`config.mk`:
```
export PLATFORM = sky130hd
export DESIGN_NAME = overwrite_oldest_stack_core
export DESIGN_NICKNAME = d
export VERILOG_FILES = /design/src/rtl/ows_pkg.sv /design/src/rtl/ows_cell.sv /design/src/rtl/ows_out_buf.sv /design/src/rtl/overwrite_oldest_stack_core.sv
export SDC_FILE = /design/constraint.sdc
export NUM_CORES = 1
export LEC_CHECK = 0
export BUFFER_PORTS_ARGS = -buffer_cell sky130_fd_sc_hd__clkbuf_2
export CAP_MARGIN = 15
export CORE_MARGIN = 5
export CORE_UTILIZATION = 45
export DETAILED_ROUTE_END_ITERATION = 12
export GPL_TIMING_DRIVEN = 0
export PLACE_DENSITY_LB_ADDON = 0.12
export SYNTH_ARGS = -nofsm -noshare
export SYNTH_HDL_FRONTEND = slang
export SYNTH_SLANG_ARGS = --single-unit
export TNS_END_PERCENT = 1
```
`constraint.sdc`:
```
create_clock -name clk -period 34.6 [get_ports clk]
set_input_delay 0 -clock clk [delete_from_list [all_inputs] [get_ports clk]]
set_output_delay 0 -clock clk [all_outputs]
set_load 0.1 [all_outputs]
```
`src/rtl/ows_pkg.sv`:
```
package ows_pkg;

  // default number of records held
  localparam int unsigned DepthDefault = 8;

  // command codes
  localparam logic [1:0] CMD_PUSH  = 2'd0;
  localparam logic [1:0] CMD_POP   = 2'd1;
  localparam logic [1:0] CMD_PEEK  = 2'd2;
  localparam logic [1:0] CMD_CLEAR = 2'd3;

  // result status codes
  localparam logic [1:0] STATUS_RECORD  = 2'd0;
  localparam logic [1:0] STATUS_EVICTED = 2'd1;
  localparam logic [1:0] STATUS_EMPTY   = 2'd2;

  // one stored record
  typedef struct packed {
    logic [63:0]        name_tag;
    logic [7:0]         kind;
    logic signed [31:0] amount;
  } record_t;

  // one result item
  typedef struct packed {
    logic [1:0] status;
    record_t    rec;
  } result_t;

  // shift controls shared by every cell
  typedef struct packed {
    logic push;
    logic pop;
  } shift_t;

endpackage

```
`src/rtl/ows_cell.sv`:
```
module ows_cell
  import ows_pkg::*;
(
  input  logic    clk,
  input  shift_t  shift,
  input  record_t above,
  input  record_t below,
  output record_t entry
);

  // push moves records one cell towards the bottom, pop one towards the top
  always_ff @(posedge clk) begin
    if (shift.push) begin
      entry <= above;
    end else if (shift.pop) begin
      entry <= below;
    end
  end

endmodule

```
`src/rtl/ows_out_buf.sv`:
```
module ows_out_buf
  import ows_pkg::*;
(
  input  logic    clk,
  input  logic    rst,
  input  logic    res_valid,
  input  result_t res,
  output logic    buf_ready,
  output logic    out_valid,
  input  logic    out_ready,
  output result_t out_res
);

  logic    skid_valid;
  result_t skid_res;

  assign buf_ready = !skid_valid;

  // output register with one skid entry behind it
  always_ff @(posedge clk) begin
    if (rst) begin
      out_valid  <= 1'b0;
      skid_valid <= 1'b0;
    end else if (out_valid && !out_ready) begin
      if (res_valid) begin
        skid_valid <= 1'b1;
        skid_res   <= res;
      end
    end else if (skid_valid) begin
      out_valid  <= 1'b1;
      out_res    <= skid_res;
      skid_valid <= 1'b0;
    end else begin
      out_valid <= res_valid;
      if (res_valid) begin
        out_res <= res;
      end
    end
  end

  // a result is never offered while the skid entry is occupied
  assert property (@(posedge clk) disable iff (rst) skid_valid |-> !res_valid)
    else $error("result offered while skid entry full");

  // the skid entry only fills behind a stalled output
  assert property (@(posedge clk) disable iff (rst) skid_valid |-> out_valid)
    else $error("skid entry full with output register empty");

  // a stalled output keeps its result
  assert property (@(posedge clk) disable iff (rst)
    (out_valid && !out_ready) |=> (out_valid && $stable(out_res)))
    else $error("stalled result changed");

endmodule

```
`src/rtl/overwrite_oldest_stack_core.sv`:
```
// Bounded last-in-first-out stack of records that drops its oldest record
// when a push arrives on a full stack.
// Input channel: in_valid/in_ready carry cmd (push, pop, peek, clear) with
// name_tag, kind and amount used by push only.
// Output channel: out_valid/out_ready carry status, out_name, out_kind and
// out_amount. Pop and peek always give one result (a record, or empty status
// with zero fields); a push onto a full stack gives the evicted bottom record;
// other pushes and clear give none.
// The records sit in a row of DEPTH cells, the top in the first cell; every
// cell loads from its neighbour in the same cycle, so one command is taken
// per cycle while in_ready is high; each result is registered before output.
// A result register plus one skid entry let commands keep flowing through a
// receiver stall until the skid entry fills; in_ready drops while it is occupied.
// Reset empties the stack and the output side; record contents are left as
// they were and are never read before a push writes them.
module overwrite_oldest_stack_core
  import ows_pkg::*;
#(
  parameter int unsigned DEPTH = DepthDefault
) (
  input  logic               clk,
  input  logic               rst,
  input  logic               in_valid,
  output logic               in_ready,
  input  logic [1:0]         cmd,
  input  logic [63:0]        name_tag,
  input  logic [7:0]         kind,
  input  logic signed [31:0] amount,
  output logic               out_valid,
  input  logic               out_ready,
  output logic [1:0]         status,
  output logic [63:0]        out_name,
  output logic [7:0]         out_kind,
  output logic signed [31:0] out_amount
);

  localparam int unsigned CW = $clog2(DEPTH + 1);

  logic          accept;
  logic [CW-1:0] fill_count;
  logic [CW-1:0] fill_count_next;
  logic          is_full;
  logic          is_empty;
  shift_t        shift;
  record_t       new_rec;
  record_t       cells [DEPTH];
  logic          res_valid;
  result_t       res;
  result_t       out_res;

  assign accept   = in_valid && in_ready;
  assign is_full  = (fill_count == CW'(DEPTH));
  assign is_empty = (fill_count == '0);

  assign new_rec.name_tag = name_tag;
  assign new_rec.kind     = kind;
  assign new_rec.amount   = amount;

  // shift controls for the cell row
  assign shift.push = accept && (cmd == CMD_PUSH);
  assign shift.pop  = accept && (cmd == CMD_POP) && !is_empty;

  // row of record cells, top first
  for (genvar i = 0; i < DEPTH; i++) begin : g_cell
    record_t above;
    record_t below;
    if (i == 0) begin : g_top
      assign above = new_rec;
    end else begin : g_mid
      assign above = cells[i-1];
    end
    if (i == DEPTH - 1) begin : g_bottom
      assign below = cells[i];
    end else begin : g_upper
      assign below = cells[i+1];
    end
    ows_cell u_cell (
      .clk   (clk),
      .shift (shift),
      .above (above),
      .below (below),
      .entry (cells[i])
    );
  end

  // fill count
  always_comb begin
    fill_count_next = fill_count;
    if (accept) begin
      case (cmd)
        CMD_PUSH:  if (!is_full) fill_count_next = fill_count + CW'(1);
        CMD_POP:   if (!is_empty) fill_count_next = fill_count - CW'(1);
        CMD_CLEAR: fill_count_next = '0;
        default:   fill_count_next = fill_count;
      endcase
    end
  end

  always_ff @(posedge clk) begin
    if (rst) begin
      fill_count <= '0;
    end else begin
      fill_count <= fill_count_next;
    end
  end

  // result of the accepted command
  always_comb begin
    res_valid  = 1'b0;
    res.status = STATUS_RECORD;
    res.rec    = cells[0];
    case (cmd)
      CMD_PUSH: begin
        res_valid  = accept && is_full;
        res.status = STATUS_EVICTED;
        res.rec    = cells[DEPTH-1];
      end
      CMD_POP, CMD_PEEK: begin
        res_valid = accept;
        if (is_empty) begin
          res.status = STATUS_EMPTY;
          res.rec    = '0;
        end
      end
      default: res_valid = 1'b0;
    endcase
  end

  ows_out_buf u_out_buf (
    .clk       (clk),
    .rst       (rst),
    .res_valid (res_valid),
    .res       (res),
    .buf_ready (in_ready),
    .out_valid (out_valid),
    .out_ready (out_ready),
    .out_res   (out_res)
  );

  assign status     = out_res.status;
  assign out_name   = out_res.rec.name_tag;
  assign out_kind   = out_res.rec.kind;
  assign out_amount = out_res.rec.amount;

  // fill count never passes the depth
  assert property (@(posedge clk) disable iff (rst) fill_count <= CW'(DEPTH))
    else $error("fill count above depth");

  // push onto a stack with room grows it by one
  assert property (@(posedge clk) disable iff (rst)
    (accept && cmd == CMD_PUSH && !is_full) |=> fill_count == $past(fill_count) + CW'(1))
    else $error("push did not grow the stack");

  // pop of a non-empty stack shrinks it by one
  assert property (@(posedge clk) disable iff (rst)
    (accept && cmd == CMD_POP && !is_empty) |=> fill_count == $past(fill_count) - CW'(1))
    else $error("pop did not shrink the stack");

  // clear empties the stack
  assert property (@(posedge clk) disable iff (rst)
    (accept && cmd == CMD_CLEAR) |=> is_empty)
    else $error("clear left records behind");

endmodule
```
Word level (Yosys, flattened, before mapping)
Cells that the tools add are included.
{"block": "totals", "reg_bits": 1050, "in_bits": 110, "output_inout_bits": 108, "word_cells": 87}
{"block": "op_classes", "addsub": 2, "n_eq_ne": 6, "n_mux": 23, "bitwise": 2, "reduce_logical": 19}
{"operator": "two-way mux 104 bit", "n": 14}
{"operator": "two-way mux 106 bit", "n": 3}
{"operator": "case mux 106 bit (2 select lines)", "n": 1}
{"operator": "case mux 4 bit (3 select lines)", "n": 1}
{"operator": "two-way mux 4 bit", "n": 2}
{"operator": "logical AND 1 bit", "n": 6}
{"operator": "AND reduction 3 bit", "n": 2}
{"operator": "adder 4 x 1 -> 4 bit (second input constant)", "n": 1}
{"operator": "== test 2 bit (second input constant)", "n": 2}
{"operator": "== test 4 bit (second input constant)", "n": 1}
{"operator": "logical NOT 4 bit", "n": 1}
{"operator": "inequality test 2 bit (second input constant)", "n": 2}
{"operator": "AND reduction 4 bit", "n": 1}
{"operator": "nonzero test 2 bit", "n": 2}
{"operator": "OR reduction 2 bit", "n": 2}
{"operator": "subtractor 4 x 1 -> 4 bit (second input constant)", "n": 1}
{"operator": "logical NOT 1 bit", "n": 3}
{"operator": "nonzero test 3 bit", "n": 1}
{"operator": "== test 2 x 1 -> 1 bit (second input constant)", "n": 1}
{"operator": "logical NOT 2 bit", "n": 1}
{"operator": "NOT 1 bit", "n": 2}
{"operator": "case mux 1 bit (2 select lines)", "n": 1}
{"operator": "two-way mux 1 bit", "n": 1}

Longest topological paths before layout
{"block": "logic_depth", "depth_word": 6, "mapped_depth": 8, "depth_no_buf": 7}

By module
From an unflattened synthesis, not the netlist that was laid out.
{"block": "unflattened", "cells_unflattened": 2287, "area_unflattened_um2": 45987.9}
{"mod": "ows_cell", "n_inst": 8, "cells_per_inst": 221, "area_per_inst_um2": 4588.2}
{"mod": "ows_out_buf", "n_inst": 1, "cells_per_inst": 340, "area_per_inst_um2": 7795.0}
{"mod": "overwrite_oldest_stack_core", "n_inst": 1, "cells_per_inst": 179, "area_per_inst_um2": 1487.7}

Worst setup path after synthesis
OpenSTA, ideal clock, no wires.
{"block": "synth_timing", "path_type": "register to register", "start": "register fill_count[0]", "end": "register g_cell[0].u_cell.entry[0] in the netlist's numbering (enable)", "t_arrival_ns": 32.651, "slack_ns": 0.022, "path_stages_with_launch": 4, "n_path_buf": 0, "period_less_slack_ns": 34.578, "cell_sequence": "dfxtp_1 -> or4_1 -> a21oi_1 -> nor2b_1"}
{"block": "synth_via", "elab_chain_len": 4}
{"element": "from (decl)", "line": "overwrite_oldest_stack_core.sv:40", "source": "logic [CW-1:0] fill_count;"}
{"element": "from (signal assigned)", "line": "overwrite_oldest_stack_core.sv:103", "source": "fill_count <= fill_count_next;"}
{"element": "logical NOT 4 bit", "line": "overwrite_oldest_stack_core.sv:53", "source": "assign is_empty = (fill_count == '0);"}
{"element": "logical NOT 1 bit"}
{"element": "logical AND 1 bit", "line": "overwrite_oldest_stack_core.sv:61", "source": "assign shift.pop = accept && (cmd == CMD_POP) && !is_empty;"}
{"element": "nonzero test 2 bit (no line)"}
{"element": "to (signal assigned)", "line": "ows_cell.sv:14", "source": "entry <= above;"}
{"element": "to (signal assigned)", "line": "ows_cell.sv:16", "source": "entry <= below;"}
{"element": "to (decl)", "line": "ows_cell.sv:8", "source": "output record_t entry"}
No other way between the ends.
A chain may end at the register's enable or synchronous reset.

Worst setup path in the final report
{"block": "layout_timing", "start": "register u_out_buf.skid_valid", "end": "output port in_ready"}
{"block": "layout_via", "elab_chain_len": 1}
{"element": "from (decl)", "line": "ows_out_buf.sv:14", "source": "logic skid_valid;"}
{"element": "from (signal assigned)", "line": "ows_out_buf.sv:23", "source": "skid_valid <= 1'b0;"}
{"element": "from (signal assigned)", "line": "ows_out_buf.sv:26", "source": "skid_valid <= 1'b1;"}
{"element": "from (signal assigned)", "line": "ows_out_buf.sv:32", "source": "skid_valid <= 1'b0;"}
{"element": "logical NOT 1 bit", "line": "ows_out_buf.sv:17", "source": "assign buf_ready = !skid_valid;"}
{"element": "to (decl)", "line": "overwrite_oldest_stack_core.sv:24", "source": "output logic in_ready,"}
No other way between the ends.

==> flow_metrics.tcl <==
set metrics [dict create \
    outcome "completed" \
    synth-simple-area-share 0.00338 \
    reg2reg_slack_ps 31450 \
    placed_cell_area_sq_um 46100 \
    critPathMaxStageDelay_ps 720 \
    vias 21522 \
    clk_latency_ps 660 \
    yosysWarnings 0 \
    reg2reg_depth 5 \
    grt-ovfl-total 0 \
    clkSinkCount 1050 \
    drt_pass1_iterations 5 \
    synth_area_per_cell_sq_um 19.8 \
    clk_pin_slew_ps 60 \
    r2r-end "g_cell[1].u_cell.entry[88]" \
    rsz0062_at_grt "no" \
    finalHoldWorstSlack_ps 182 \
    pin_count 218 \
    fin_nets 2758 \
    vias_per_cell 5.40 \
    final_cell_mix "1044 x edfxtp_1, 834 x mux2_2, 217 x clkbuf_2" \
    r2r_start "u_out_buf.skid_valid" \
    grt_max_degree 49 \
    relSlewSlack 0.190 \
    hpwl_um 61000 \
    ir_worst_vdd_mv 0.0394 \
    cp-start-kind "flop" \
    fin_crit_sh 0.0976 \
    syn-cell-area_sq_um 42600 \
    min_from "name_tag[21]" \
    syn_inst 2157 \
    wl_per_cell_um 24.2 \
    drv_slew 0 \
    power_density_nw_per_um2 56.2 \
    grt_pass1_wl_um 146000 \
    seq_area_frac_synth 0.738 \
    rows 112 \
    hold_violations 0 \
    max-clock-path-buffers 3 \
    max_cap_violations 0 \
    cp.arrival_ps 3380 \
    die_w_um 318 \
    syn_to_final_growth_pct 18.7 \
    wl_um 96300 \
    ys_ff_latch 1050 \
    synthAdderAreaFrac 0.00223 \
    end_kind "output port" \
    skew_ps 16.2 \
    period_needed_ps 3380 \
    synth_top_family_by_area "multiplexers" \
    synth.distinct_cells 32 \
    drtIter0Drc 1601 \
    synth_xor_area_frac 0.000205 \
    hold_depth 3 \
    cts_tree "built" \
    setup-violations-final 0 \
    hold_class "primary input to flop" \
    antenna_found_initial 4 \
    drtAntennaViolNets 0 \
    synth_compound_area_frac 0.0234 \
    ctsRootBufferMaster "clkbuf_16" \
    finalPower_mw 2.84 \
    cp_max_fo 10 \
    initial_core_util 0.455 \
    critPathKind "flop to output port" \
    cts_made_buffers 109 \
    worstPathCellList "inv_2, clkbuf_1, buf_1, clkbuf_2" \
    final_area_sq_um 50600 \
    tightest_slew_ps 1220 \
    port_buffers 217 \
    cp_data_required_time_ps 34600 \
    final_cells 3988 \
    synth_mux_area_frac 0.221 \
    leakage_nw 17.0 \
    drive_above_1_share 0.462 \
    die_h_um 318 \
    drc 0 \
    final_common_cell "edfxtp_1" \
    coreArea_sq_um 93600 \
    synth_fp_nets 2274 \
    htreeDepth 3 \
    clock.fmax_mhz 296 \
    gr-usage-all-layers 0.187 \
    hold_end "g_cell[0].u_cell.entry[61]" \
    crit_slowest_cell "clkbuf_1" \
    gp_congestion 0.750 \
    post_cts_buffers 0 \
    die_area_sq_um 101000 \
    grt_pass1_vias 23516 \
    dp_cells 3671 \
]
## final cells by class
cell class,count,area (sq um)
clock inverter,74,593
sequential,1050,31500
buffer,115,490
clock buffer,129,2800
fill,7407,43000
antenna,1,2.50
timing repair buffer,373,3000
tap,1254,1570
multi-input combinational,986,10700
inverter,6,22.5
## cells by family (layout without fill, tap and decap cells)
logic type / Yosys count / after routing
adders and majority gates: 7 / 7
DFF: 1050 / 1050
other: 0 / 1
xor gates and xnor gates: 1 / 1
and+or+nand+nor: 26 / 26
AOI/OAI and AO/OA: 117 / 117
buffers and inverters: 121 / 697
muxes: 835 / 835
## cell usage after synthesis (all sizes together)
cell	instances	area share
o211ai	1	0.00018
nor2b	4	0.00059
or4	2	0.00035
mux2i	1	0.00023
nand3b	1	0.00018
nand2	5	0.00044
and3b	2	0.00041
nand3	1	0.00012
a21oi	6	0.00070
buf	18	0.0029
or3	3	0.00044
dfxtp	6	0.0028
clkbuf	97	0.0085
nor3	3	0.00035
nand2b	1	0.00015
a31oi	1	0.00015
xnor2	1	0.00021
inv	6	0.00053
a22o	104	0.021
a211oi	1	0.00018
a21o	1	0.00018
a21boi	1	0.00018
nor2	4	0.00035
a32o	1	0.00023
edfxtp	1044	0.74
fa	1	0.00047
ha	6	0.0018
mux2	834	0.22
o221ai	1	0.00021
## where the power goes
group	switching (mW)	internal [mW]	total, mW
Clock	0.483	0.644	1.13
Combinational	0.134	0.0941	0.228
Sequential	0.0226	1.47	1.49
## flip-flops by register name (all words and copies together) (netlist names)
signal,count
u_out_buf.skid_res,106
u_out_buf.out_valid,1
u_out_buf.skid_valid,1
fill_count,4
u_out_buf.out_res,106
g_cell.u_cell.entry,832
## how the worst max path moves through the flow
stage / from / end / slack [ps] / cells after the start
6_report: u_out_buf.skid_valid / in_ready / 31220 / 4
5_1_grt: u_out_buf.skid_valid / in_ready / 31050 / 4
4_1_cts: u_out_buf.skid_valid / in_ready / 31070 / 4
3_5_place_dp: cmd[1] / g_cell[2].u_cell.entry[60] / 31310 / 8
3_3_place_gp: cmd[1] / g_cell[0].u_cell.entry[41] / -10740 / 5
2_1_floorplan: fill_count[0] / g_cell[0].u_cell.entry[0] / 20 / 3
## timing repair
action	CTS	global route
hold buffers	112	0
hold endpoints to repair	139	0
resized for setup	0	0
## critical path: cells and delay by family, from the launching register on
family	cells	cell delay [ps]
buffers and inverters	4	2330
flip-flops	1	360
## per-layer routing
metal / GRT usage / up-vias / wire length [um]
met2: 0.313 / 425 / 47200
met3: 0.0327 / 158 / 4110
met4: 0.0543 / 4 / 2460
met5: 0 / - / 27
met1: 0.253 / 11270 / 42500
li1: - / 9665 / -
## through the flow
stage           util  setup WS (ps)  TNS (ps)
4_1_cts        0.541          31070         0
3_3_place_gp   0.484         -10740  -7783330
3_5_place_dp   0.492          31310         0
2_1_floorplan      -           22.3         0
5_1_grt        0.541          31050         0
6_report       0.541          31220         0
No activity file was read; power rests on OpenSTA's default activity.
